<file path="src/hw/rtl/kl_plex_check_and_extend_core_assert.svh">
// Assertion macros for the plex core
`ifndef KL_PLEX_CHECK_AND_EXTEND_CORE_ASSERT_SVH
`define KL_PLEX_CHECK_AND_EXTEND_CORE_ASSERT_SVH

`ifndef SYNTHESIS
`define KLPLEX_ASSERT_IMP(lbl, ck, rn, ante, cons) \
	lbl: assert property (@(posedge ck) disable iff (!rn) (ante) |-> (cons)) \
	else $error("klplex assertion failed");
`define KLPLEX_ASSERT_NEXT(lbl, ck, rn, ante, cons) \
	lbl: assert property (@(posedge ck) disable iff (!rn) (ante) |=> (cons)) \
	else $error("klplex assertion failed");
`else
`define KLPLEX_ASSERT_IMP(lbl, ck, rn, ante, cons)
`define KLPLEX_ASSERT_NEXT(lbl, ck, rn, ante, cons)
`endif

`endif

</file>
<file path="src/hw/rtl/klplex_row_mem.sv">
`timescale 1ns / 1ps
module klplex_row_mem #(
	parameter int unsigned WIDTH = 64,
	parameter int unsigned DEPTH = 64,
	localparam int unsigned AW = $clog2(DEPTH)
) (
	input  logic             clk,
	input  logic             we,
	input  logic [AW-1:0]    waddr,
	input  logic [WIDTH-1:0] wdata,
	input  logic             re,
	input  logic [AW-1:0]    raddr,
	output logic [WIDTH-1:0] rdata
);

	logic [WIDTH-1:0] mem [DEPTH];
	logic [WIDTH-1:0] rdata_q;

	always_ff @(posedge clk) begin
		if (we) begin
			mem[waddr] <= wdata;
		end
		if (re) begin
			rdata_q <= mem[raddr];
		end
	end

	assign rdata = rdata_q;

endmodule

</file>
<file path="config.mk">
export PLATFORM = sky130hd
export DESIGN_NAME = klplex_row_mem
export DESIGN_NICKNAME = d
export VERILOG_FILES = /design/src/hw/rtl/kl_plex_check_and_extend_core_assert.svh /design/src/hw/rtl/klplex_row_mem.sv
export SDC_FILE = /design/constraint.sdc
export NUM_CORES = 2
export LEC_CHECK = 0
export BUFFER_PORTS_ARGS = -buffer_cell sky130_fd_sc_hd__buf_2
export CAP_MARGIN = 10
export CORE_MARGIN = 5
export CORE_UTILIZATION = 29
export CTS_BUF_LIST = sky130_fd_sc_hd__clkbuf_8
export DETAILED_ROUTE_END_ITERATION = 10
export SLEW_MARGIN = 10
export SYNTH_ARGS = -nofsm -noshare
export SYNTH_HDL_FRONTEND = slang
export SYNTH_SLANG_ARGS = --single-unit
</file>
<file path="constraint.sdc">
create_clock -name clk -period 7.9 [get_ports clk]
set_clock_uncertainty 0.05 [all_clocks]
set_input_delay 1.58 -clock clk [delete_from_list [all_inputs] [get_ports clk]]
set_output_delay 1.58 -clock clk [all_outputs]
set_load 0.01 [all_outputs]
</file>
---- Word level (Yosys, flattened, before mapping) ----
Memories as Yosys holds them, arrays and structs flattened. A register that Yosys moved wholly into a read port is not among the register bits.
Index checks and enable logic that the tools add are counted.
operators by class
  equality and inequality tests ........... 0
  add/sub/neg operators ................... 0
  multipliers ............................. 0
  div/mod/pow operators ................... 0
  multiplexer cells ....................... 2
  bitwise gates (word level) .............. 0
  order comparisons ....................... 0
  reductions and logical operators ........ 0
  shifts and indexed selects .............. 0
operators with widths
  kind    number
  $mux 1  2
word-level totals
  bits in read-only memories .............. 0
  bits of input ports ..................... 79
  bits in latches ......................... 0
  logic and storage cells ................. 3
  memory bits (writable) .................. 4,096
  output and inout port bits .............. 64
  memories kept ........................... 1
  flip-flop bits (word level) ............. 0
memories
  memory  depth  bits a word  read ports  clocked after memory_dff  write ports  line                  RTL
  mem     64     64           1           1                         1            klplex_row_mem.sv:16  logic [WIDTH-1:0] mem [DEPTH];

---- Depth between registers and ports, before layout ----
  depth in word-level cells ............... 2
  gate-level depth with buffers ........... 9
  depth with buffers taken out ............ 5

---- Worst setup path after synthesis ----
Ideal clock, no wire load.
  kind .................................... input to register
  from .................................... input waddr[3]
  to ...................................... memory mem[48][0], enable pin
  slack ................................... 0.834 ns
  library setup time ...................... 0.564 ns
  path buffers ............................ 1
  arrival ................................. 6.452 ns
  stages on the path ...................... 4
  data required time ...................... 7.286 ns
  cells stage by stage .................... clkbuf_1 nor2b_1 nand4b_1 nor3_1
RTL lines
  item                line                  RTL
  start: declaration  klplex_row_mem.sv:9   input logic [AW-1:0] waddr,
  end: declaration    klplex_row_mem.sv:16
Straight into the memory's write port.

==> metrics <==
status=completed; Slew headroom=10.8%; YS warnings=0; die height=approximately 750 um; hold buffer count at CTS=0; smallest hold slack=0.858 ns; Area Overhead vs Synth=14.2%; max incr delay on CP=about 0.52 ns; vias per cell=approximately 5.2; Routed Antenna Nets=0; flop2flop setup slack=5.59 ns; sequence of cells on the critical path=buf_8 -> buf_12 -> nor2b_4 -> buf_12 -> a22o_1 -> nor2_1 -> a211oi_1; first-pass GRT wire length=629,000 um; Switching Fraction=22.7%; die width=746 um; antenna violations before repair=61; PortBufs=142; CP endpoint=rdata[38]$_DFFE_PP_; Flop pwr share=roughly 57%; CP arrival=4.87 ns; Area contributors post-synth=edfxtp_1 80%, mux4_2 15%, mux2i_1 0.86%; Req. time, crit path=8.68 ns; Starting Density=29.1%; Synth area leader=edfxtp_1; register area share after synthesis=between 70% and 80%; most frequent cell after synthesis=edfxtp_1; Filler Cell Count=50,000; post-synthesis cell area=0.157 mm^2; LEAKAGE=55.2 nW; reg-to-reg endpoint=rdata[26]$_DFFE_PP_; RSZ-0062 raised after global routing=false; final cell count without fillers=between 10,000 and 15,000; Final Cycle Share=51.7%; final core occ=33.2%; clock share of power=38.3%; CTS tree=yes; Final #Nets=7,298; internal cell power=between 0.03 and 0.04 W; pwr dens=241 mW/mm^2; dpl cell area=0.167 mm^2; gr ovfl total=0; RR Startpoint=mem[13][26]$_DFFE_PP_; # IOs=143; DR iter-0 viols=between 9,000 and 10,000; top cell type's share of synthesized area=79.6%; Clock Latency Late Sink=~1.2 ns; Avg WL per Cell=30.2 um; EDFF count, synth=approximately 4,200; Crit-path slowest cell=buf_12; maximum vdd drop=160 uV; Yosys cell types=32; Hold Path Class=flip-flop to flip-flop; Max Fclk=0.245 GHz; synthesized net count=6,677; DRC viols=0; Avg Inst Size Synth=23.8 um^2; Worst Tran Pin Value=1.34 ns; via count=77,000; CTS Buf Count=660; Hold Fails Final Rpt=0; CTS Buffer Depth=4; ys async rst share=0%; clk sinks=4,160; DP Wirelength=238,000 um; Slew Viols, Final=0; Register-to-Register Path Depth=5; startpoint type of the worst setup path=primary input; setup TNS=0 ns; clock-pin slew on the worst setup and hold paths=0.06 ns; crit path kind=primary input to flip-flop; Routed Wire Length=452,000 um; vias in the first global route=79,200; worst-path fanout max=92; Mapped Cells=6,598; share of cells above drive strength 1=28.9%; post-layout min period=approximately 4.1 ns; Main synth FF type=edfxtp_1; footprint of the multi-input gates=0.0308 mm^2; top cells by instance count after synthesis=4,160 x edfxtp_1, 1,024 x mux4_2, 170 x buf_2; largest net degree at the start of global routing=119; combinational share of power=under 10%; TritonRoute pass-1 iters=5; CTS root buf=clkbuf_8; Setup crit end kind=flip-flop; Core Area=between 0.5 and 0.6 mm^2; DIE AREA=0.556 mm^2; GPL Wtd Cong=0.755; # H-tree levels=6; Finish-stage setup viols=0; CTS resizes=0; Seq. cell area=roughly 0.12 mm^2; Most common cell on crit path=buf_12; crit path from=raddr[2]; Placed Cells=13,800; Row Count=270; post-CTS setup buffer count=0; #FFs+latches synth=approximately 4,200; max_cap viols=0; switching power=0.00979 W; fin area=0.179 mm^2; GR Util All Layers=15.8%
[worst min path at each step]
stage,start,endpoint,slack (ns),depth (start not counted)
2_1_floorplan,mem[30][61]$_DFFE_PP_,rdata[61]$_DFFE_PP_,0.81,4
3_3_place_gp,mem[63][50]$_DFFE_PP_,rdata[50]$_DFFE_PP_,0.85,4
3_5_place_dp,mem[38][50]$_DFFE_PP_,rdata[50]$_DFFE_PP_,0.85,4
4_1_cts,re,rdata[63]$_DFFE_PP_,0.81,1
5_1_grt,re,rdata[63]$_DFFE_PP_,0.85,1
6_report,mem[62][0]$_DFFE_PP_,rdata[0]$_DFFE_PP_,0.86,4
[layout make-up]
cell class,count,area share (%)
diodes,30,0.0419
flip-flops and latches,4160,69.7
clock inverters,494,1.39
clock buffers,666,5.11
inverters,19,0.0398
repair buffers,329,1.51
multi-input cells,2049,17.2
well taps,7208,5.03
[sequential cells by signal (all words and copies together), names as in the netlist]
| name | flops |
|---|---|
| mem | 4096 |
| rdata | 64 |
[per-stage QoR]
step,setup slack (ns),total power [W]
final,3.81,0.0432
after global routing,3.82,0.0447
after CTS,4.04,0.0435
after detailed placement,2.76,0.0271
after global placement,2.79,0.0271
after floorplan,0.834,0.0262
[routing by layer]
metal | GRT usage [%] | wire length, um
met1 | 20.6 | 173000
met2 | 26.4 | 223000
met3 | 3.08 | 40700
met4 | 5.33 | 14500
met5 | 0 | 115
[layout by cell type, fill, tap and decap left out, types with 9 or more instances in the layout]
cell / n
a22o_1: 88
nand3_1: 45
edfxtp_1: 4160
nor2_1: 47
or3_1: 29
buf_12: 43
nand2b_1: 9
buf_2: 138
a2bb2oi_1: 19
a22oi_1: 168
o221ai_1: 38
clkbuf_8: 666
mux2i_1: 135
clkinv_2: 47
inv_6: 13
or2_2: 28
inv_1: 261
o22ai_1: 83
mux4_2: 1024
nor2_4: 65
clkinvlp_4: 14
a41oi_1: 26
buf_4: 144
and3_1: 64
a211oi_1: 63
nor2b_1: 24
clkinv_1: 145
diode_2: 30
a31oi_1: 18
nand2_1: 55
inv_8: 12
clkinv_8: 9
[kinds of logic after synthesis]
| group | share of synthesized area (%) |
|---|---|
| flip-flops | 79.6 |
| multiplexers | 15.6 |
| AO/OA/AOI/OAI | 2.47 |
| buffers and inverters | 1.18 |
| AND/OR/NAND/NOR | 1.23 |
[worst max-delay path: cells and delay by family]
family | cells | cell delay, ns
and+or+nand+nor | 2 | 0.71
buffers and inverters | 3 | 1.18
AOI/OAI and AO/OA | 2 | 0.60
[power by group through the flow]
stage	Clock [W]	Combinational (W)	Sequential (W)
floorplan	0	0.00114	0.0250
detailed placement	0	0.00208	0.0251
finish	0.0165	0.00206	0.0246
CTS	0.0168	0.00209	0.0246
global placement	0	0.00204	0.0250
global route	0.0179	0.00219	0.0246
Note: power is estimated with default switching activity, not from simulation.
