<file path="src/hw/rtl/kl_plex_check_and_extend_core_assert.svh">
// Assertion macros for the plex core
`ifndef KL_PLEX_CHECK_AND_EXTEND_CORE_ASSERT_SVH
`define KL_PLEX_CHECK_AND_EXTEND_CORE_ASSERT_SVH

`ifndef SYNTHESIS
`define KLPLEX_ASSERT_IMP(lbl, ck, rn, ante, cons) \
	lbl: assert property (@(posedge ck) disable iff (!rn) (ante) |-> (cons)) \
	else $error("klplex assertion failed");
`define KLPLEX_ASSERT_NEXT(lbl, ck, rn, ante, cons) \
	lbl: assert property (@(posedge ck) disable iff (!rn) (ante) |=> (cons)) \
	else $error("klplex assertion failed");
`else
`define KLPLEX_ASSERT_IMP(lbl, ck, rn, ante, cons)
`define KLPLEX_ASSERT_NEXT(lbl, ck, rn, ante, cons)
`endif

`endif

</file>
<file path="src/hw/rtl/klplex_pkg.sv">
`timescale 1ns / 1ps
package klplex_pkg;

	localparam int unsigned KLPLEX_MAX_VERTICES = 64;
	localparam int unsigned KLPLEX_VLIM = 64;

	localparam logic [2:0] MODE_LOAD_OUT = 3'd0;
	localparam logic [2:0] MODE_LOAD_IN = 3'd1;
	localparam logic [2:0] MODE_ADD_SEED = 3'd2;
	localparam logic [2:0] MODE_CLR_SEED = 3'd3;
	localparam logic [2:0] MODE_CHECK = 3'd4;
	localparam logic [2:0] MODE_EXTEND = 3'd5;

	localparam logic [1:0] REG_OUT_SLACK = 2'd0;
	localparam logic [1:0] REG_IN_SLACK = 2'd1;
	localparam logic [1:0] REG_VCOUNT = 2'd2;

	localparam logic [6:0] SLACK_RESET = 7'd2;
	localparam logic [6:0] VCOUNT_RESET = 7'd64;

	typedef enum logic [3:0] {
		ST_IDLE,
		ST_INIT,
		ST_INIT_END,
		ST_CHK,
		ST_CHK_OUT,
		ST_SCAN_RD,
		ST_SCAN_EV1,
		ST_SCAN_EV2,
		ST_EMIT
	} klplex_state_t;

	typedef struct packed {
		logic [2:0]  mode;
		logic [5:0]  vertex;
		logic [63:0] row_bits;
	} klplex_in_t;

	typedef struct packed {
		logic [5:0] member;
		logic       is_plex;
		logic       last;
	} klplex_out_t;

	typedef struct packed {
		logic       init_we;
		logic       add_we;
		logic       use_row;
		logic [6:0] need;
		logic [5:0] idx;
		logic [6:0] out_deg;
		logic [6:0] in_deg;
	} lane_cmd_t;

	function automatic logic [6:0] pop64(input logic [63:0] x);
		logic [1:0] l1 [32];
		logic [2:0] l2 [16];
		logic [3:0] l3 [8];
		logic [4:0] l4 [4];
		logic [5:0] l5 [2];
		for (int k = 0; k < 32; k++) begin
			l1[k] = {1'b0, x[2*k]} + {1'b0, x[2*k+1]};
		end
		for (int k = 0; k < 16; k++) begin
			l2[k] = {1'b0, l1[2*k]} + {1'b0, l1[2*k+1]};
		end
		for (int k = 0; k < 8; k++) begin
			l3[k] = {1'b0, l2[2*k]} + {1'b0, l2[2*k+1]};
		end
		for (int k = 0; k < 4; k++) begin
			l4[k] = {1'b0, l3[2*k]} + {1'b0, l3[2*k+1]};
		end
		for (int k = 0; k < 2; k++) begin
			l5[k] = {1'b0, l4[2*k]} + {1'b0, l4[2*k+1]};
		end
		return {1'b0, l5[0]} + {1'b0, l5[1]};
	endfunction

endpackage

</file>
<file path="src/hw/rtl/klplex_deg_lanes.sv">
`timescale 1ns / 1ps
module klplex_deg_lanes import klplex_pkg::*; #(
	parameter int unsigned DEPTH = 64,
	localparam int unsigned AW = $clog2(DEPTH)
) (
	input  logic             clk,
	input  logic             arst_n,
	input  lane_cmd_t        cmd,
	input  logic [DEPTH-1:0] set,
	input  logic [DEPTH-1:0] fr,
	input  logic [DEPTH-1:0] to,
	input  logic [6:0]       out_slack,
	input  logic [6:0]       in_slack,
	output logic             lane_ok
);

	logic [6:0]       out_deg_q [DEPTH];
	logic [6:0]       in_deg_q [DEPTH];
	logic [DEPTH-1:0] ok_vec;
	logic             ok_q;

	always_comb begin
		for (int j = 0; j < DEPTH; j++) begin
			ok_vec[j] = !set[j] ||
				((9'(out_deg_q[j]) + 9'(cmd.use_row & to[j]) + 9'(out_slack) >= 9'(cmd.need)) &&
				 (9'(in_deg_q[j]) + 9'(cmd.use_row & fr[j]) + 9'(in_slack) >= 9'(cmd.need)));
		end
	end

	always_ff @(posedge clk or negedge arst_n) begin
		if (!arst_n) begin
			ok_q <= 1'b0;
			for (int j = 0; j < DEPTH; j++) begin
				out_deg_q[j] <= '0;
				in_deg_q[j] <= '0;
			end
		end else begin
			ok_q <= &ok_vec;
			for (int j = 0; j < DEPTH; j++) begin
				if ((cmd.init_we || cmd.add_we) && cmd.idx[AW-1:0] == AW'(j)) begin
					out_deg_q[j] <= cmd.out_deg;
					in_deg_q[j] <= cmd.in_deg;
				end else if (cmd.add_we && set[j]) begin
					out_deg_q[j] <= out_deg_q[j] + 7'(to[j]);
					in_deg_q[j] <= in_deg_q[j] + 7'(fr[j]);
				end
			end
		end
	end

	assign lane_ok = ok_q;

endmodule

</file>
<file path="config.mk">
export PLATFORM = sky130hd
export DESIGN_NAME = klplex_deg_lanes
export DESIGN_NICKNAME = d
export VERILOG_FILES = /design/src/hw/rtl/kl_plex_check_and_extend_core_assert.svh /design/src/hw/rtl/klplex_pkg.sv /design/src/hw/rtl/klplex_deg_lanes.sv
export SDC_FILE = /design/constraint.sdc
export NUM_CORES = 2
export LEC_CHECK = 0
export BUFFER_PORTS_ARGS = -buffer_cell sky130_fd_sc_hd__buf_2
export CORE_UTILIZATION = 39
export DETAILED_ROUTE_END_ITERATION = 8
export HOLD_SLACK_MARGIN = 0.1
export SYNTH_ARGS = -nofsm -noshare
export SYNTH_HDL_FRONTEND = slang
export SYNTH_SLANG_ARGS = --single-unit
export TNS_END_PERCENT = 10
</file>
<file path="constraint.sdc">
create_clock -name clk -period 5.7 [get_ports clk]
set_input_delay 0.57 -clock clk [delete_from_list [all_inputs] [get_ports clk]]
set_output_delay 0.57 -clock clk [all_outputs]
set_load 0.01 [all_outputs]
</file>
After elaboration in Yosys (flattened, before gate mapping)
Index checks and enable logic that the tools add are counted.
{ "classes": {"n_reduce_logical": 387, "n_mux": 256, "bitwise_logic": 128, "addsub": 384, "eq_ne": 63, "n_lt_le_gt_ge": 128} }
{ "ops": {"columns": ["cell", "count"], "rows": [
  ["two-way mux 7 bit", 256],
  ["adder 8 x 7 -> 9 bit", 128],
  ["greater-or-equal comparator 9 x 7 -> 1 bit", 128],
  ["adder 7 x 1 -> 8 bit", 128],
  ["adder 7 x 1 -> 7 bit", 128],
  ["== test 6 bit (second input constant)", 32],
  ["logical AND 1 bit", 192],
  ["AND 1 bit", 128],
  ["nonzero test 2 bit", 64],
  ["== test 6 x 5 -> 1 bit (second input constant)", 16],
  ["logical OR 1 bit", 65],
  ["zero test 1 bit", 64],
  ["AND reduction 64 bit", 1],
  ["== test 6 x 4 -> 1 bit (second input constant)", 8],
  ["== test 6 x 3 -> 1 bit (second input constant)", 4],
  ["== test 6 x 2 -> 1 bit (second input constant)", 2],
  ["== test 6 x 1 -> 1 bit (second input constant)", 1],
  ["zero test 6 bit", 1]
]} }
{ "totals": {"word_cells": 1475, "output_inout_bits": 1, "in_bits": 238, "register_bits": 897} }

Depth between registers and ports, before layout
{ "logic_depth": {"ltp_word": 7, "ltp_mapped": 21, "depth_no_buf": 19} }

Least setup slack after synthesis
Ideal clock, no wire load.
{ "synth_path": {"path_kind": "input port to flip-flop", "start": "in out_slack[0]", "end": "reg ok_q, in the netlist lane_ok", "slack_ps": -746, "setup_time_ps": 96, "arrival_ps": 6351, "path_stages": 18, "path_buffers": 0, "required_time_ps": 5604, "cell_sequence": "inv_1 fa_1 inv_2 fa_1 a21o_1 a21oi_1 o21bai_1 a21oi_1 xnor2_1 ha_1 nand4_1 nor3_1 a311oi_1 a2111oi_4 nand4_1 nor4_2 nand3_1 nor4_2"} }
{ "synth_via": {"elab_chain_cells": 5, "elab_cells_between_ends": 257, "classes_between": "add/sub: 64; order compare: 64; reduce/logical: 129"} }
{ "synth_lines": {"columns": ["element", "line", "source"], "rows": [
  ["from (decl)", "klplex_deg_lanes.sv:12", "input logic [6:0] out_slack,"],
  ["adder 8 x 7 -> 9 bit", "klplex_deg_lanes.sv:25", "((9'(out_deg_q[j]) + 9'(cmd.use_row & to[j]) + 9'(out_slack) >= 9'(cmd.need)) &&"],
  ["greater-or-equal comparator 9 x 7 -> 1 bit", "klplex_deg_lanes.sv:25", null],
  ["logical AND 1 bit", "klplex_deg_lanes.sv:25", null],
  ["logical OR 1 bit", "klplex_deg_lanes.sv:24", "ok_vec[j] = !set[j] ||"],
  ["AND reduction 64 bit *", "klplex_deg_lanes.sv:38", "ok_q <= &ok_vec;"],
  ["to (signal assigned)", "klplex_deg_lanes.sv:38", null],
  ["to (decl)", "klplex_deg_lanes.sv:20", "logic ok_q;"]
]} }
Every way passes the cells marked *; elsewhere a longest branch is shown, timed or not.
A chain may end at the register's enable or synchronous reset.

Worst setup path in the final report
Same ends and word-level chain as after synthesis.

==> impl_results.rst <==
.. list-table::
   :header-rows: 1

   * - Metric
     - Value
   * - Yosys top cell area share
     - 24.2%
   * - Hold Fails Final Rpt
     - 0
   * - Fraction of power consumed by the clock network
     - 15.0%
   * - Transition time of the tightest slew-check pin
     - 1340 ps
   * - Synthesized netlist cell count
     - 11500
   * - Buffers & Inverters on Critical Path
     - 6
   * - Syn Nets
     - 13900
   * - Arrival time at the worst endpoint
     - 5850 ps
   * - Most frequent standard cell in the layout excluding fill and tap cells
     - sky130_fd_sc_hd__ha_1
   * - Category of cells accounting for the largest share of critical-path delay
     - compound AO/OA/AOI/OAI gates
   * - Die footprint
     - 257000 um2
   * - Remaining global-route overflow
     - 0
   * - Slowest Stage Delay on Critical Path
     - 910 ps
   * - Placed Instance Area
     - 106000 um2
   * - Clock tree root buffer cell
     - sky130_fd_sc_hd__clkbuf_16
   * - Count of input and output buffers
     - 238
   * - Total number of vias
     - 88800
   * - Critical path cell sequence
     - buf_2 > clkinvlp_4 > buf_4 > fa_1 > inv_1 > fa_1 > a21o_1 > a21oi_1 > o21bai_1 > a21oi_1 > xnor2_1 > ha_1 > nor2_1 > nand2_1 > nor4_1 > o21ai_0 > buf_4 > nand4_1 > a2111oi_0 > buf_4 > nand4b_1 > nor4_2
   * - Aggregate global-route resource usage
     - 28.6%
   * - Mapped Avg Cell Area
     - 8.66 um2
   * - DRC viols
     - 0
   * - Core Footprint
     - 252000 um2
   * - Total of warnings raised by yosys
     - 0
   * - Largest net degree at the start of global routing
     - 141
   * - Final wirelength
     - 373000 um
   * - Count of routing violations after the opening detailed-route iteration
     - 7066
   * - Worst Hold Class
     - in -> reg
   * - Max transition margin
     - 10.9%
   * - Skew-Pair Late Insertion Delay
     - 810 ps
   * - Post-route cell area
     - 110000 um2
   * - Syn Std Cell Area
     - 99300 um2
   * - Sequential share of the synthesized area
     - 22.6%
   * - Total half-perimeter wirelength after legalization and detailed placement
     - 263000 um
   * - Crit path max fanout
     - 11
   * - Required time worst endpoint
     - 6420 ps
   * - Commonest cells after routing, fill and taps aside
     - sky130_fd_sc_hd__ha_1, sky130_fd_sc_hd__nand2_1, sky130_fd_sc_hd__a21oi_1, sky130_fd_sc_hd__nor2_1, sky130_fd_sc_hd__dfrtp_1
   * - Antenna Violating Nets Remaining
     - 0
   * - Number of enable-type register cells in the synthesized netlist
     - 0
   * - Cts repair resizes
     - 0
   * - Die span in x
     - 507 um
   * - Number of global-route vias before repair
     - 87600
   * - Peak ir drop on the vdd network
     - 0.293 mV
   * - Power density over cell area
     - 492 nW/um2
   * - Power share of the combinational group
     - 61.8%
   * - Pins Over Slew Limit
     - 0
   * - Top cells by area, synth
     - sky130_fd_sc_hd__ha_1, sky130_fd_sc_hd__dfrtp_1, sky130_fd_sc_hd__xor2_1, sky130_fd_sc_hd__a21oi_1, sky130_fd_sc_hd__fa_1
   * - Dominant synthesized flop cell
     - sky130_fd_sc_hd__dfrtp_1
   * - Layout cells sized above 1
     - 6.62%
   * - Setup fix buffers added after clock tree synthesis
     - 0
   * - Max Clock Skew
     - 34.6 ps
   * - Type of destination of the critical path
     - flip-flop
   * - CTS clock-pin slew for the worst setup and hold paths
     - 60 ps
   * - Final routed wire length divided by cell count
     - 24.4 um
   * - Share of power burned in registers
     - 23.2%
   * - Crit path top cell by count
     - sky130_fd_sc_hd__buf_4
   * - Die Span Y
     - 507 um
   * - Register-to-Register Setup Slack
     - 1000 ps
   * - H-tree lvl count
     - 3
   * - Cell type with the highest aggregate area in the netlist
     - sky130_fd_sc_hd__ha_1
   * - Class of the most critical setup path
     - in -> reg
   * - Hold buffer count at CTS
     - 1
   * - Number of primary I/O pins
     - 239
   * - TritonCTS clock tree
     - yes
   * - Net count, final
     - 14200
   * - Result of the run
     - completed
   * - Proportion of register bits with asynchronous set or reset after synthesis
     - 100%
   * - Inserted Clock Buffers
     - 120
   * - Flop and latch count out of synthesis
     - 897
   * - CTS max path bufs
     - 3
   * - Area Overhead vs Synth
     - 11.2%
   * - Critical-path top delay cell
     - sky130_fd_sc_hd__o21ai_0
   * - Number of standard-cell rows in the floorplan
     - 184
   * - # Max-Cap Violations
     - 0
   * - Final count of negative-setup-slack endpoints
     - 0
   * - Final standard cell utilization of the core
     - 43.8%
   * - DR pass1 iterations
     - 6
   * - Vias per Instance
     - 5.82
   * - Power Internal
     - 0.0297 W
   * - Share of the clock period used by the worst path after layout
     - 90.1%
   * - Kind of start point of the critical path
     - input pin
   * - Net Sw Frac
     - 45.3%
   * - LEAKAGE
     - 51.7 nW
   * - Cell variety after synth
     - 77
   * - First-pass GRT wire length
     - 553000 um
   * - Worst hold slack
     - 201 ps
   * - F_max
     - 195 MHz
   * - Setup repair after global routing missed its margin
     - false
   * - Initial antenna violation count
     - 43
   * - Fin crit period
     - 5130 ps
   * - Clock sink total
     - 897
   * - Sw Pwr
     - 0.0246 W
   * - Placer's final routability congestion estimate
     - 0.937
   * - Starting density of the core
     - 39.4%
[worst paths after layout]
path,startpoint,end,cells after the start
setup / recovery,out_slack[0],lane_ok,22
max in group asynchronous,arst_n,out_deg_q[135],3
hold reg to reg,in_deg_q[329],in_deg_q[329],2
hold / removal,fr[47],in_deg_q[112],4
setup reg to reg,out_deg_q[238],lane_ok,20
min in group asynchronous,arst_n,in_deg_q[244],2
[state kept, by name, summed over array words and instances (netlist names)]
register,cells
in_deg_q,448
out_deg_q,448
lane_ok,1
[synthesized netlist by cell type (all sizes together), types with 34 or more instances]
| master | instances |
|---|---|
| buf | 91 |
| and3 | 241 |
| o21bai | 141 |
| nor2b | 159 |
| o211ai | 59 |
| nand3 | 253 |
| ha | 1920 |
| o31a | 34 |
| or3 | 40 |
| o2111ai | 50 |
| xnor2 | 512 |
| clkbuf | 227 |
| and2 | 60 |
| inv | 442 |
| nand2 | 1227 |
| a21o | 208 |
| xor2 | 660 |
| a21oi | 1122 |
| a21boi | 35 |
| a211oi | 41 |
| nand2b | 124 |
| mux2i | 204 |
| dfrtp | 897 |
| a31oi | 93 |
| o21ai | 762 |
| o21a | 122 |
| fa | 256 |
| nand4 | 188 |
| nor3 | 69 |
| nor2 | 983 |
[through the flow]
stage / instances / TNS (ps) / power [W] / setup WS [ps]
2_1_floorplan: 11500 / 0 / 0.0369 / 174
4_1_cts: 15200 / 0 / 0.0542 / 720
3_3_place_gp: 15000 / 0 / 0.0438 / 4.87
3_5_place_dp: 15000 / -104 / 0.0456 / -104
5_1_grt: 15300 / 0 / 0.0597 / 341
6_report: 15300 / 0 / 0.0544 / 567
[power by group through the flow]
| stage | clock (W) | sequential [W] | combinational (W) |
|---|---|---|---|
| final | 0.00818 | 0.0126 | 0.0336 |
| after global routing | 0.00853 | 0.0130 | 0.0382 |
| after CTS | 0.00831 | 0.0125 | 0.0334 |
| after detailed placement | 0 | 0.0126 | 0.0330 |
| after global placement | 0 | 0.0125 | 0.0313 |
| after floorplan | 0 | 0.0117 | 0.0253 |
[worst reg2reg max path: stages (launching register included)]
cell,delay (ps)
sky130_fd_sc_hd__dfrtp_1,400
sky130_fd_sc_hd__inv_1,80
sky130_fd_sc_hd__fa_1,200
sky130_fd_sc_hd__inv_1,60
sky130_fd_sc_hd__fa_1,410
sky130_fd_sc_hd__a21o_1,180
sky130_fd_sc_hd__a21oi_1,220
sky130_fd_sc_hd__o21bai_1,90
sky130_fd_sc_hd__a21oi_1,180
sky130_fd_sc_hd__xnor2_1,160
sky130_fd_sc_hd__ha_1,190
sky130_fd_sc_hd__nor2_1,50
sky130_fd_sc_hd__nand2_1,90
sky130_fd_sc_hd__nor4_1,50
sky130_fd_sc_hd__o21ai_0,910
sky130_fd_sc_hd__buf_4,260
sky130_fd_sc_hd__nand4_1,80
sky130_fd_sc_hd__a2111oi_0,490
sky130_fd_sc_hd__buf_4,190
sky130_fd_sc_hd__nand4b_1,120
sky130_fd_sc_hd__nor4_2,220
[cell families (layout without fill, tap and decap cells)]
group,Yosys count,in the layout,synth area share [%]
and+or+nand+nor,3440,3440,15.8
AOI/OAI and AO/OA,2818,2818,16.8
adders and majority gates,2176,2176,29.3
xor gates and xnor gates,1172,1172,10.3
DFF,897,897,22.6
buffers and inverters,760,1181,2.96
muxes,213,213,2.16
other,0,17,0
[cell type report]
| cell class | count | area, um2 |
|---|---|---|
| antenna | 17 | 42.5 |
| clock buffer | 180 | 3650 |
| clock inverter | 40 | 503 |
| fill | 24600 | 142000 |
| inverter | 442 | 1710 |
| multi-input combinational | 9819 | 74000 |
| sequential | 897 | 22400 |
| tap | 3348 | 4190 |
| timing repair buffer | 519 | 3920 |
[routing by layer]
layer  vias to the layer above  share of wire [%]  global-route usage (%)
met3                       832                7.5                    4.53
met1                     43400                 42                    36.9
met2                      3095                 45                    46.3
met4                        26                5.5                    14.3
met5                         -              0.047                       0
li1                      41500                  -                       -
No activity file was read; power rests on OpenSTA's default activity.
