<file path="src/hw/rtl/kl_plex_check_and_extend_core_assert.svh">
// Assertion macros for the plex core
`ifndef KL_PLEX_CHECK_AND_EXTEND_CORE_ASSERT_SVH
`define KL_PLEX_CHECK_AND_EXTEND_CORE_ASSERT_SVH

`ifndef SYNTHESIS
`define KLPLEX_ASSERT_IMP(lbl, ck, rn, ante, cons) \
	lbl: assert property (@(posedge ck) disable iff (!rn) (ante) |-> (cons)) \
	else $error("klplex assertion failed");
`define KLPLEX_ASSERT_NEXT(lbl, ck, rn, ante, cons) \
	lbl: assert property (@(posedge ck) disable iff (!rn) (ante) |=> (cons)) \
	else $error("klplex assertion failed");
`else
`define KLPLEX_ASSERT_IMP(lbl, ck, rn, ante, cons)
`define KLPLEX_ASSERT_NEXT(lbl, ck, rn, ante, cons)
`endif

`endif

</file>
<file path="src/hw/rtl/klplex_pkg.sv">
`timescale 1ns / 1ps
package klplex_pkg;

	localparam int unsigned KLPLEX_MAX_VERTICES = 64;
	localparam int unsigned KLPLEX_VLIM = 64;

	localparam logic [2:0] MODE_LOAD_OUT = 3'd0;
	localparam logic [2:0] MODE_LOAD_IN = 3'd1;
	localparam logic [2:0] MODE_ADD_SEED = 3'd2;
	localparam logic [2:0] MODE_CLR_SEED = 3'd3;
	localparam logic [2:0] MODE_CHECK = 3'd4;
	localparam logic [2:0] MODE_EXTEND = 3'd5;

	localparam logic [1:0] REG_OUT_SLACK = 2'd0;
	localparam logic [1:0] REG_IN_SLACK = 2'd1;
	localparam logic [1:0] REG_VCOUNT = 2'd2;

	localparam logic [6:0] SLACK_RESET = 7'd2;
	localparam logic [6:0] VCOUNT_RESET = 7'd64;

	typedef enum logic [3:0] {
		ST_IDLE,
		ST_INIT,
		ST_INIT_END,
		ST_CHK,
		ST_CHK_OUT,
		ST_SCAN_RD,
		ST_SCAN_EV1,
		ST_SCAN_EV2,
		ST_EMIT
	} klplex_state_t;

	typedef struct packed {
		logic [2:0]  mode;
		logic [5:0]  vertex;
		logic [63:0] row_bits;
	} klplex_in_t;

	typedef struct packed {
		logic [5:0] member;
		logic       is_plex;
		logic       last;
	} klplex_out_t;

	typedef struct packed {
		logic       init_we;
		logic       add_we;
		logic       use_row;
		logic [6:0] need;
		logic [5:0] idx;
		logic [6:0] out_deg;
		logic [6:0] in_deg;
	} lane_cmd_t;

	function automatic logic [6:0] pop64(input logic [63:0] x);
		logic [1:0] l1 [32];
		logic [2:0] l2 [16];
		logic [3:0] l3 [8];
		logic [4:0] l4 [4];
		logic [5:0] l5 [2];
		for (int k = 0; k < 32; k++) begin
			l1[k] = {1'b0, x[2*k]} + {1'b0, x[2*k+1]};
		end
		for (int k = 0; k < 16; k++) begin
			l2[k] = {1'b0, l1[2*k]} + {1'b0, l1[2*k+1]};
		end
		for (int k = 0; k < 8; k++) begin
			l3[k] = {1'b0, l2[2*k]} + {1'b0, l2[2*k+1]};
		end
		for (int k = 0; k < 4; k++) begin
			l4[k] = {1'b0, l3[2*k]} + {1'b0, l3[2*k+1]};
		end
		for (int k = 0; k < 2; k++) begin
			l5[k] = {1'b0, l4[2*k]} + {1'b0, l4[2*k+1]};
		end
		return {1'b0, l5[0]} + {1'b0, l5[1]};
	endfunction

endpackage

</file>
<file path="src/hw/rtl/klplex_ctrl.sv">
`timescale 1ns / 1ps
`include "kl_plex_check_and_extend_core_assert.svh"
module klplex_ctrl import klplex_pkg::*; #(
	parameter int unsigned DEPTH = 64,
	localparam int unsigned AW = $clog2(DEPTH)
) (
	input  logic             clk,
	input  logic             arst_n,
	input  logic             start,
	output logic             busy,
	input  klplex_in_t       item,
	input  logic             cfg_we,
	input  logic [1:0]       cfg_index,
	input  logic [6:0]       cfg_data,
	output logic             mem_we_out,
	output logic             mem_we_in,
	output logic [AW-1:0]    mem_waddr,
	output logic [DEPTH-1:0] mem_wdata,
	output logic             mem_re,
	output logic [AW-1:0]    mem_raddr,
	input  logic [DEPTH-1:0] out_row,
	input  logic [DEPTH-1:0] in_row,
	output lane_cmd_t        lane_cmd,
	output logic [DEPTH-1:0] fr_m,
	output logic [DEPTH-1:0] to_m,
	output logic [DEPTH-1:0] set,
	output logic [6:0]       out_slack,
	output logic [6:0]       in_slack,
	input  logic             lane_ok,
	output logic             done,
	output klplex_out_t      result
);

	localparam logic [6:0] DEPTH_W = 7'(DEPTH);

	klplex_state_t    state_q, state_d;
	logic [6:0]       cnt_q, emit_q, n_q;
	logic [DEPTH-1:0] set_q, seed_q;
	logic [6:0]       out_slack_q, in_slack_q, vcount_q;
	logic             chk_q, done_q, init_v_s1;
	logic [AW-1:0]    row_idx_s1;
	logic [6:0]       pop_fr_q, pop_to_q;
	klplex_out_t      result_q;

	logic             accept, v_ok, add_ok;
	logic [AW-1:0]    v_idx, cnt_idx;
	logic [6:0]       lim, need_add, pop_fr, pop_to;
	logic [DEPTH-1:0] self_mask;

	assign accept = start && (state_q == ST_IDLE);
	assign v_ok = {1'b0, item.vertex} < DEPTH_W;
	assign v_idx = item.vertex[AW-1:0];
	assign cnt_idx = cnt_q[AW-1:0];
	assign lim = (vcount_q < DEPTH_W) ? vcount_q : DEPTH_W;
	assign need_add = n_q + 7'd1;

	always_comb begin
		for (int k = 0; k < DEPTH; k++) begin
			self_mask[k] = (AW'(k) != row_idx_s1);
		end
	end

	assign fr_m = out_row & self_mask;
	assign to_m = in_row & self_mask;
	assign pop_fr = pop64(64'(fr_m & set_q));
	assign pop_to = pop64(64'(to_m & set_q));

	assign mem_we_out = accept && (item.mode == MODE_LOAD_OUT) && v_ok;
	assign mem_we_in = accept && (item.mode == MODE_LOAD_IN) && v_ok;
	assign mem_waddr = v_idx;
	assign mem_wdata = item.row_bits[DEPTH-1:0];
	assign mem_raddr = cnt_idx;

	always_comb begin
		state_d = state_q;
		mem_re = 1'b0;
		add_ok = 1'b0;
		lane_cmd = '0;
		lane_cmd.need = n_q;
		if (init_v_s1) begin
			lane_cmd.init_we = 1'b1;
			lane_cmd.idx = 6'(row_idx_s1);
			lane_cmd.out_deg = set_q[row_idx_s1] ? pop_fr : 7'd0;
			lane_cmd.in_deg = set_q[row_idx_s1] ? pop_to : 7'd0;
		end
		unique case (state_q)
			ST_IDLE: begin
				if (accept && (item.mode == MODE_CHECK || item.mode == MODE_EXTEND)) begin
					state_d = ST_INIT;
				end
			end
			ST_INIT: begin
				mem_re = 1'b1;
				if (cnt_q == DEPTH_W - 7'd1) begin
					state_d = ST_INIT_END;
				end
			end
			ST_INIT_END: begin
				state_d = chk_q ? ST_CHK : ST_SCAN_RD;
			end
			ST_CHK: begin
				state_d = ST_CHK_OUT;
			end
			ST_CHK_OUT: begin
				state_d = ST_IDLE;
			end
			ST_SCAN_RD: begin
				if (cnt_q >= lim) begin
					state_d = ST_EMIT;
				end else if (!seed_q[cnt_idx]) begin
					mem_re = 1'b1;
					state_d = ST_SCAN_EV1;
				end
			end
			ST_SCAN_EV1: begin
				lane_cmd.use_row = 1'b1;
				lane_cmd.need = need_add;
				state_d = ST_SCAN_EV2;
			end
			ST_SCAN_EV2: begin
				add_ok = lane_ok &&
					(9'(pop_fr_q) + 9'(out_slack_q) >= 9'(need_add)) &&
					(9'(pop_to_q) + 9'(in_slack_q) >= 9'(need_add));
				if (add_ok) begin
					lane_cmd.add_we = 1'b1;
					lane_cmd.idx = 6'(cnt_idx);
					lane_cmd.out_deg = pop_fr_q;
					lane_cmd.in_deg = pop_to_q;
				end
				state_d = ST_SCAN_RD;
			end
			ST_EMIT: begin
				if (n_q == 7'd0 || cnt_q == DEPTH_W - 7'd1 ||
				    (set_q[cnt_idx] && emit_q + 7'd1 == n_q)) begin
					state_d = ST_IDLE;
				end
			end
			default: begin
				state_d = ST_IDLE;
			end
		endcase
	end

	always_ff @(posedge clk or negedge arst_n) begin
		if (!arst_n) begin
			state_q <= ST_IDLE;
		end else begin
			state_q <= state_d;
		end
	end

	always_ff @(posedge clk or negedge arst_n) begin
		if (!arst_n) begin
			cnt_q <= '0;
			emit_q <= '0;
			n_q <= '0;
			set_q <= '0;
			seed_q <= '0;
			chk_q <= 1'b0;
			done_q <= 1'b0;
			init_v_s1 <= 1'b0;
			out_slack_q <= SLACK_RESET;
			in_slack_q <= SLACK_RESET;
			vcount_q <= VCOUNT_RESET;
		end else begin
			done_q <= 1'b0;
			init_v_s1 <= (state_q == ST_INIT);
			if (cfg_we) begin
				unique case (cfg_index)
					REG_OUT_SLACK: out_slack_q <= cfg_data;
					REG_IN_SLACK:  in_slack_q <= cfg_data;
					REG_VCOUNT:    vcount_q <= cfg_data;
					default: ;
				endcase
			end
			unique case (state_q)
				ST_IDLE: begin
					if (accept) begin
						unique case (item.mode)
							MODE_ADD_SEED: begin
								if (v_ok && !set_q[v_idx]) begin
									set_q[v_idx] <= 1'b1;
									n_q <= n_q + 7'd1;
								end
							end
							MODE_CLR_SEED: begin
								set_q <= '0;
								n_q <= '0;
							end
							MODE_CHECK: begin
								chk_q <= 1'b1;
								cnt_q <= '0;
							end
							MODE_EXTEND: begin
								chk_q <= 1'b0;
								cnt_q <= '0;
								seed_q <= set_q;
							end
							default: ;
						endcase
					end
				end
				ST_INIT: begin
					cnt_q <= (cnt_q == DEPTH_W - 7'd1) ? 7'd0 : cnt_q + 7'd1;
				end
				ST_CHK_OUT: begin
					done_q <= 1'b1;
				end
				ST_SCAN_RD: begin
					if (cnt_q >= lim) begin
						cnt_q <= '0;
						emit_q <= '0;
					end else if (seed_q[cnt_idx]) begin
						cnt_q <= cnt_q + 7'd1;
					end
				end
				ST_SCAN_EV2: begin
					if (add_ok) begin
						set_q[cnt_idx] <= 1'b1;
						n_q <= need_add;
					end
					cnt_q <= cnt_q + 7'd1;
				end
				ST_EMIT: begin
					if (n_q != 7'd0 && set_q[cnt_idx]) begin
						done_q <= 1'b1;
						emit_q <= emit_q + 7'd1;
					end
					cnt_q <= cnt_q + 7'd1;
				end
				default: ;
			endcase
		end
	end

	always_ff @(posedge clk) begin
		if (mem_re) begin
			row_idx_s1 <= mem_raddr;
		end
		if (state_q == ST_SCAN_EV1) begin
			pop_fr_q <= pop_fr;
			pop_to_q <= pop_to;
		end
		if (state_q == ST_CHK_OUT) begin
			result_q.member <= '0;
			result_q.is_plex <= lane_ok;
			result_q.last <= 1'b1;
		end else if (state_q == ST_EMIT) begin
			result_q.member <= 6'(cnt_idx);
			result_q.is_plex <= 1'b1;
			result_q.last <= (emit_q + 7'd1 == n_q);
		end
	end

	assign busy = (state_q != ST_IDLE);
	assign set = set_q;
	assign out_slack = out_slack_q;
	assign in_slack = in_slack_q;
	assign done = done_q;
	assign result = result_q;

	`KLPLEX_ASSERT_IMP(a_count_tracks_set, clk, arst_n, 1'b1, n_q == pop64(64'(set_q)))
	`KLPLEX_ASSERT_IMP(a_scan_skips_seed, clk, arst_n, state_q == ST_SCAN_EV1, !seed_q[cnt_idx] && cnt_q < lim)
	`KLPLEX_ASSERT_IMP(a_seed_kept, clk, arst_n, state_q == ST_SCAN_RD, (set_q & seed_q) == seed_q)
	`KLPLEX_ASSERT_NEXT(a_scan_set_grows, clk, arst_n, state_q == ST_SCAN_EV2, (set_q & $past(set_q)) == $past(set_q))

endmodule

</file>
<file path="config.mk">
export PLATFORM = sky130hd
export DESIGN_NAME = klplex_ctrl
export DESIGN_NICKNAME = d
export VERILOG_FILES = /design/src/hw/rtl/klplex_pkg.sv /design/src/hw/rtl/klplex_ctrl.sv
export VERILOG_INCLUDE_DIRS = /design/src /design/src/hw/rtl
export SDC_FILE = /design/constraint.sdc
export NUM_CORES = 1
export LEC_CHECK = 0
export ABC_CLOCK_PERIOD_IN_PS = 8450
export BUFFER_PORTS_ARGS = -buffer_cell sky130_fd_sc_hd__buf_2
export CAP_MARGIN = 40
export CORE_AREA = 2 2 209 211
export CTS_BUF_LIST = sky130_fd_sc_hd__clkbuf_2
export CTS_CLUSTER_DIAMETER = 30
export DETAILED_ROUTE_END_ITERATION = 10
export DIE_AREA = 0 0 211 213
export GPL_TIMING_DRIVEN = 0
export PLACE_DENSITY_LB_ADDON = 0.05
export SYNTH_ARGS = -nofsm -noshare
export SYNTH_HDL_FRONTEND = slang
export SYNTH_SLANG_ARGS = --single-unit
</file>
<file path="constraint.sdc">
create_clock -name clk -period 8.45 [get_ports clk]
set_input_delay 0.4225 -clock clk [delete_from_list [all_inputs] [get_ports clk]]
set_output_delay 0.4225 -clock clk [all_outputs]
set_load 0.03 [all_outputs]
</file>
### Word-level counts from Yosys, hierarchy flattened

Index checks and enable logic that the tools add are counted.

* div/mod/pow operators: 0
* shift operators: 0
* multipliers: 0
* muxes and demuxes: 57
* add/subtract/negate cells: 131
* reductions and logical operators: 36
* bitwise operators: 6
* magnitude comparators: 9
* equality and inequality tests: 92

Operators by type and width (count)
* $and 64x64->64: 4
* $pmux 64 s2: 2
* $mux 64: 3
* $ne 6x6->1 const A: 32
* $add 1x1->2: 64
* $or 64x64->64: 2
* $add 2x2->3: 32
* $ne 5x6->1 const A: 16
* $mux 7: 13
* $add 3x3->4: 16
* $mux 20: 3
* $ne 4x6->1 const A: 8
* $pmux 7 s2: 3
* $add 4x4->5: 8
* $pmux 4 s8: 1
* $pmux 7 s4: 1
* $add 5x5->6: 4
* $bmux 1 s6: 4
* $ne 3x6->1 const A: 4
* $add 7x1->7 const B: 3
* $lt 6x7->1 const B: 3
* $mux 4: 5
* $add 7x7->8: 2
* $eq 4x3->1 const B: 4
* other kinds (42): 94

* logic and storage cells: 349
* output and inout port bits: 325
* memories: 0
* latch bits: 0
* bits in read-only memories: 0
* bits in registers: 205
* input bits: 215
* memory bits (writable): 0

### Logic depth before layout (Yosys ltp)

Gate-level depths: netlist of run 1.

* depth in word-level cells: 13
* mapped depth: 29
* gate-level depth less buffers: 27

### Least setup slack after synthesis of run 1

No wires, ideal clock.

* kind: reg-to-output
* from: register row_idx_s1[1]
* to: output port lane_cmd[1] (netlist bit)
* buffers on the path: 2
* slack: 771 ps
* stages on the path, launching flop included: 25
* arrival time: 7257 ps
* data required time: 8028 ps
* cells stage by stage: edfxtp_1 > clkbuf_1 > clkbuf_1 > nand2b_1 > nor3_1 > nand2_1 > and2_1 > nand2_1 > fa_1 > inv_1 > fa_1 > inv_1 > fa_1 > fa_1 > inv_1 > fa_1 > inv_1 > fa_1 > fa_1 > fa_1 > inv_1 > ha_1 > inv_1 > fa_1 > o21ai_0

RTL lines
* start: declaration: RTL line klplex_ctrl.sv:41 `logic [AW-1:0] row_idx_s1;`
* start signal: assignment: RTL line klplex_ctrl.sv:238 `row_idx_s1 <= mem_raddr;`
* end: declaration: RTL line klplex_ctrl.sv:23 `output lane_cmd_t lane_cmd,`

==> results of run 1 <==
## kinds of logic (layout without fill, tap and decap cells)
logic type / Yosys count / after routing / share of synthesized area, %
multiplexers: 178 / 178 / 13.1
other: 0 / 3 / 0
AO/OA/AOI/OAI: 332 / 332 / 12.1
AND/OR/NAND/NOR: 664 / 664 / 18.8
adder cells (fa/ha/maj): 179 / 179 / 17.0
flip-flops: 205 / 205 / 28.9
buffers and inverters: 290 / 976 / 8.34
XOR/XNOR: 35 / 35 / 1.70
## layer usage
| layer | vias to the layer above | routed length (µm) | global-route usage (%) |
|---|---|---|---|
| met2 | 1021 | 38800 | 58.9 |
| met4 | 4 | 4430 | 18.6 |
| met3 | 227 | 6580 | 6.55 |
| met5 | - | 24 | 0 |
| li1 | 7823 | - | - |
| met1 | 8903 | 33500 | 47.3 |
## what timing repair did
action	CTS	global route
endpoints found under the setup margin	14	11
endpoints found under the hold margin	154	0
hold buffers	23	0
pin swaps	74	27
resized for setup	156	30
setup buffers	52	5
## through the flow
stage / area [µm²] / worst slack [ns] / TNS, ns / util, %
5_1_grt: 23200 / -0.493 / -3.15 / 54.4
3_5_place_dp: 21300 / -0.433 / -2.16 / 49.8
2_1_floorplan: 18000 / 0.771 / 0 / -
4_1_cts: 23100 / -0.202 / -1.03 / 54.0
6_report: 23200 / -0.210 / -0.970 / 54.4
3_3_place_gp: 21000 / -0.503 / -2.81 / 49.2
## placed cells by master, fill, tap and decap left out, drive strengths merged, types with 64 or more instances in the layout
cell type,synthesis,routed
buf,115,663
nand2,260,260
dfrtp,174,174
clkbuf,55,152
and2,137,137
inv,119,120
o21ai,110,110
fa,110,110
mux2,102,102
and3,83,83
ha,69,69
a22oi,67,67
nor2,64,64
## state kept, by name (all words and copies together), names as in the netlist
name and count:
seed_q 64, set 64, result 8, cnt_q 7, emit_q 7, in_slack 7
n_q 7, out_slack 7, pop_fr_q 7, pop_to_q 7, vcount_q 7, row_idx_s1 6
state_q 4, chk_q 1, done 1, init_v_s1 1
## critical path, cell delays in order (launching register included)
cell and delay (ns):
edfxtp_1 0.45, buf_8 0.16, nand2b_4 0.19, nor2_4 0.27, buf_4 0.17, nand2_1 0.10, and3_4 0.21, fa_1 0.52
fa_2 0.62, fa_2 0.44, fa_1 0.53, fa_2 0.62, fa_2 0.45, fa_1 0.46, fa_1 0.52, ha_2 0.18
inv_1 0.05, fa_2 0.33, inv_1 0.06, a21oi_1 0.06, o21bai_1 0.19, a21oi_1 0.10, o21bai_1 0.23, a22o_1 0.21
buf_6 0.14
## cells in the mapped netlist, types with 5 or more instances
cell type / number
a211oi_1: 14
a21o_1: 9
a21oi_1: 40
a221oi_1: 10
a22o_1: 13
a22oi_1: 66
a31oi_1: 5
and2_1: 136
and3_1: 83
and3b_1: 5
buf_1: 10
buf_2: 8
buf_4: 87
buf_6: 10
clkbuf_1: 55
dfrtp_1: 174
dfxtp_1: 7
edfxtp_1: 21
fa_1: 110
ha_1: 69
inv_1: 117
mux2_2: 100
mux2i_1: 41
mux4_2: 35
nand2_1: 260
nand2b_1: 19
nand3_1: 23
nor2_1: 63
nor2b_1: 13
nor3_1: 22
nor3b_1: 6
nor4_1: 5
o211ai_1: 5
o21a_1: 7
o21ai_0: 110
o21bai_1: 9
o221ai_1: 5
o22ai_1: 9
xnor2_1: 25
xor2_1: 10
## cell type report
type,instances,area (µm²)
Fill cell,4057,19500
Multi-Input combinational cell,1388,11700
Sequential cell,205,5200
Timing Repair Buffer,576,3400
Buffer,166,1140
Tap cell,546,683
Clock buffer,96,480
Inverter,120,450
Clock inverter,18,140
Antenna cell,3,7.51
## power groups by stage
stage	sequential [mW]	clock [mW]	combinational [mW]
final	1.32	0.844	2.71
after global routing	1.32	0.912	2.89
after CTS	1.31	0.858	2.63
after detailed placement	1.33	0	2.29
after global placement	1.33	0	2.24
after floorplan	1.30	0	1.48
## how the worst max path moves through the flow
stage	startpoint	end	slack, ns
3_3_place_gp	row_idx_s1[1]	lane_cmd[13]	-0.50
3_5_place_dp	row_idx_s1[1]	lane_cmd[12]	-0.43
2_1_floorplan	row_idx_s1[1]	lane_cmd[1]	0.77
6_report	row_idx_s1[1]	lane_cmd[13]	-0.21
5_1_grt	row_idx_s1[5]	lane_cmd[5]	-0.49
4_1_cts	row_idx_s1[1]	lane_cmd[13]	-0.20
==> run_results.csv, run 1 <==
group,metric,value,unit
outcome,status,"finished with violations",
outcome,violations,"setup timing",
finish,syn_to_final_growth,29.1,%
floorplanning,die_area,44900,µm²
logic_synthesis,synth_area_leader_cell,"dfrtp_1",
route,drc,0,
logic_synthesis,synth.avg_cell_area,9.55,µm²
pwr,switching_share,47.8,%
route,dr.pass1.iters,5,
timing,worst_slack,-0.210,ns
logic_synthesis,syn-instance-count,1883,
placed_design,gp_congestion,0.977,
route,drt_iter0_drc,1662,
pwr,p_leak,11.5,nW
route,wl_per_cell,26.7,µm
timing,max_slew_margin,36.0,%
timing,grt_setup_unrepaired,"yes",
hold_path,hold_path_class,"input port to register",
route,wirelength,83.3,mm
global_routing,grtUsageTotal,36.5,%
logic_synthesis,synth_edf_count,21,
timing,max_freq,0.115,GHz
timing,tightest_slew,0.956,ns
timing,whs,0.0855,ns
floorplanning,num_rows,76,
logic_synthesis,synth_top_area_share,24.2,%
global_routing,grt_overflow_total,0,
clock_network,cts.clk_slew.worst_paths,0.10,ns
floorplanning,start_util,42.1,%
logic_synthesis,ys.flop_type,"dfrtp_1",
worst_setup_path,regToRegEndpoint,"pop_fr_q[6]",
clock_network,cts_root_buf,"clkbuf_2",
clock_network,clk_latency,0.99,ns
timing,setup_viol,6,
hold_path,whs_endpoint,"in_slack[5]",
logic_synthesis,netlist_area,18000,µm²
pwr,power.switching,2.33,mW
clock_network,cts_tree,"built",
route,vias,17978,
clock_network,max-clock-path-buffers,3,
logic_synthesis,ys_ff_latch,205,
worst_setup_path,critPathArrivalTime,8.24,ns
logic_synthesis,ys_async_sr_fraction,86.3,%
logic_synthesis,synth.area.top_cells,"dfrtp_1 24%, fa_1 12%, mux2_2 6.3%",
global_routing,grt_pass1_wl,118,mm
pwr,vdd_drop_max,0.0985,mV
worst_setup_path,worstPathMaxFanout,5,
clock_network,cts.htree.levels,3,
timing,finClkSkew,0.114,ns
finish,drive_above_1_share,40.3,%
floorplanning,ios,540,
logic_synthesis,yosys_warnings,0,
finish,stdcell_count,3118,
route,vias_per_cell,5.77,
timing,report.final.hold_viol_count,0,
global_routing,grt_pass1_vias,17746,
pwr,clkPwrFrac,17.3,%
clock_network,cts_buffers,66,
clock_network,cts_sinks,205,
worst_setup_path,reg2reg_from,"row_idx_s1[1]",
floorplanning,die_h,213,µm
timing,period_minus_slack,8.66,ns
placed_design,dp.cells,2924,
floorplanning,die_w,211,µm
hold_path,holdPathStages,3,
flow_run,maxCapViolCount,0,
timing,timing.final.crit_share,102,%
pwr,cellPowerDensity,210,nW/µm²
pwr,p_int,2.54,mW
worst_setup_path,cp-start-kind,"register",
logic_synthesis,ys_types,80,
global_routing,antenna_found_initial,5,
worst_setup_path,required,8.03,ns
placed_design,dpl.hpwl,64.4,mm
worst_setup_path,reg2reg_slack,1.35,ns
worst_setup_path,reg2regPathDepth,22,
finish,nets,2917,
hold_path,min_from,"cfg_index[1]",
timing,slew_violations,0,
logic_synthesis,ys_seq_area_share,28.9,%
pwr,power.total,4.87,mW
route,ant_nets,0,
worst_setup_path,critPathCaptureType,"output pin",
pwr,comb_power_share,55.6,%
logic_synthesis,syn-num-nets,2277,
placed_design,place.port_buffers,471,
pwr,p_seq_share,27.1,%
worst_setup_path,critPathKind,"register to output pin",
floorplanning,core_area,42700,µm²
global_routing,grt_start_max_net_pins,108,
Power figures use the tool's default switching activity.
==> run 2: changes to the inputs <==
--- a/config.mk
+++ b/config.mk
@@ -15,6 +15,7 @@
 export DETAILED_ROUTE_END_ITERATION = 10
 export DIE_AREA = 0 0 211 213
 export GPL_TIMING_DRIVEN = 0
+export HOLD_SLACK_MARGIN = 0.1
 export PLACE_DENSITY_LB_ADDON = 0.05
 export SYNTH_ARGS = -nofsm -noshare
 export SYNTH_HDL_FRONTEND = slang
==> run_results.csv, run 2 (same netlist as run 1, synthesis figures left out) <==
group,metric,value,unit
floorplanning,ios,540,
clock_network,cts.htree.levels,3,
route,vias_per_cell,5.76,
timing,slew_violations,0,
floorplanning,num_rows,76,
global_routing,use_met2,59.1,%
worst_setup_path,critPathLaunch,"row_idx_s1[1]",
placed_design,dp.cells,2924,
global_routing,met3_usage,6.52,%
worst_setup_path,cp_slowest_cell,"fa_2",
timing,report.final.hold_viol_count,0,
timing,grt_setup_unrepaired,"yes",
finish,drive_above_1_share,40.2,%
timing,tightest_slew,0.976,ns
global_routing,grtUsageTotal,36.5,%
hold_path,hold_path_class,"input port to register",
finish,nets,2924,
global_routing,grt_pass1_wl,118,mm
global_routing,grt_pass1_vias,17777,
timing,max_slew_margin,34.7,%
global_routing,grt_overflow_total,0,
clock_network,cts_buffers,66,
finish,stdcell_count,3125,
finish,mostFrequentLayoutCell,"buf_2",
clock_network,cts_sinks,205,
global_routing,busiest_layer,"met2",
placed_design,dpl.hpwl,64.4,mm
worst_setup_path,crit_cells,24,
outcome,violations,"setup timing",
route,vias,18007,
clock_network,cts.clk_slew.worst_paths,0.09,ns
route,drt_iter0_drc,1701,
flow_run,maxCapViolCount,0,
clock_network,cts_root_buf,"clkbuf_2",
route,ant_nets,0,
worst_setup_path,critPathKind,"register to output pin",
floorplanning,die_h,213,µm
worst_setup_path,crit_path_max_incr_delay,0.62,ns
clock_network,cts_tree,"built",
floorplanning,start_util,42.1,%
clock_network,clk_latency,1.00,ns
pwr,power.total,4.87,mW
finish,syn_to_final_growth,29.5,%
global_routing,antenna_found_initial,5,
global_routing,grt_start_max_net_pins,108,
worst_setup_path,path_delay_family,"adder cells",
pwr,vdd_drop_max,0.0982,mV
floorplanning,core_area,42700,µm²
clock_network,max-clock-path-buffers,3,
pwr,p_leak,11.5,nW
worst_setup_path,required,8.03,ns
worst_setup_path,cp_common_cell,"fa_2",
timing,period_minus_slack,8.65,ns
timing,worst_slack,-0.204,ns
global_routing,met1_usage,47.2,%
floorplanning,die_w,211,µm
hold_path,min_from,"out_row[4]",
placed_design,dp_slack,-0.433,ns
timing,timing.final.crit_share,102,%
timing,setup_viol,6,
worst_setup_path,reg2regPathDepth,22,
hold_path,holdPathStages,4,
route,drc,0,
route,dr.pass1.iters,7,
worst_setup_path,critPathBufInv,5,
outcome,status,"finished with violations",
pwr,cellPowerDensity,209,nW/µm²
finish,post-route-util,54.5,%
worst_setup_path,critPathArrivalTime,8.23,ns
worst_setup_path,crit_chain,"buf_8 -> nand2b_4 -> nor2_4 -> buf_4 -> nand2_1 -> and3_4 -> fa_1 -> fa_2 -> fa_2 -> fa_1 -> fa_2 -> fa_2 -> fa_1 -> fa_1 -> ha_2 -> inv_1 -> fa_2 -> inv_1 -> a21oi_1 -> o21bai_1 -> a21oi_1 -> o21bai_1 -> a22o_1 -> buf_6",
worst_setup_path,reg2reg_from,"row_idx_s1[1]",
floorplanning,die_area,44900,µm²
timing,max_freq,0.116,GHz
timing,finClkSkew,0.113,ns
route,wl_per_cell,26.6,µm
placed_design,gp_congestion,0.977,
worst_setup_path,critPathCaptureType,"output pin",
worst_setup_path,cp-start-kind,"register",
placed_design,place.port_buffers,471,
worst_setup_path,worstPathMaxFanout,5,
route,wirelength,83.2,mm
finish,layout_common_cells,"473 x buf_2, 238 x nand2_1, 174 x dfrtp_1, 139 x buf_4, 126 x and2_1",
-- run 2: cell count changes in the layout (fill, tap and decap cells not counted) --
cell,before,now
dlygate4sd3_1,22,29
-- run 2: cell type report --
class / count / area [µm²]
fillers: 4046 / 19400
multi-input cells: 1388 / 11700
flip-flops and latches: 205 / 5200
repair buffers: 583 / 3470
plain buffers: 166 / 1140
well taps: 546 / 683
clock buffers: 96 / 480
inverters: 120 / 450
clock inverters: 18 / 140
diodes: 3 / 7.51
-- run 2: through the flow --
stage | hold slack [ns] | setup TNS (ns) | cell area [µm²]
CTS | 0.105 | -1.03 | 23100
finish | 0.164 | -0.941 | 23300
global placement | 0.436 | -2.81 | 21000
floorplan | 0.127 | 0 | 18000
global route | 0.157 | -3.14 | 23300
detailed placement | 0.430 | -2.16 | 21300
-- run 2: worst register-to-register path, cell delays in order, from the launching register on --
cell	delay, ns
edfxtp_1	0.45
buf_8	0.16
nand2b_4	0.19
nor2_4	0.27
buf_4	0.17
nand2_1	0.10
and3_4	0.21
fa_1	0.52
fa_2	0.62
fa_2	0.44
fa_1	0.53
fa_2	0.62
fa_2	0.45
fa_1	0.46
fa_1	0.52
ha_2	0.18
inv_1	0.05
fa_2	0.33
inv_1	0.06
a21oi_1	0.06
o21bai_1	0.19
a21oi_1	0.10
o21bai_1	0.23
-- run 2: final timing paths --
| path | end | slack (ns) |
|---|---|---|
| min in group asynchronous | vcount_q[6] | 0.56 |
| max | lane_cmd[13] | -0.20 |
| min | pop_fr_q[0] | 0.16 |
| max in group asynchronous | set[55] | 7.23 |
| min reg2reg | result[7] | 0.46 |
| max reg2reg | pop_fr_q[6] | 1.36 |
-- run 2: layer usage --
| layer | vias up | part of all wire (%) |
|---|---|---|
| li1 | 7838 | - |
| met1 | 8924 | 40 |
| met2 | 993 | 46 |
| met3 | 248 | 7.7 |
| met4 | 4 | 5.5 |
| met5 | - | 0.030 |
-- run 2: report_power, final --
| group | internal, mW | switching, mW | total (mW) | leakage, nW |
|---|---|---|---|---|
| clock | 0.367 | 0.477 | 0.845 | 0.470 |
| combinational | 1.06 | 1.65 | 2.71 | 8.38 |
| sequential | 1.12 | 0.200 | 1.32 | 2.65 |
| total | 2.54 | 2.33 | 4.87 | 11.5 |
-- run 2: repair_timing --
item                                    in CTS  in global routing
gates resized for setup                    156                 30
setup buffers                               52                  5
pin swaps                                   74                 27
endpoints found under the setup margin      14                 11
hold buffers                                30                  0
endpoints found under the hold margin      211                  0
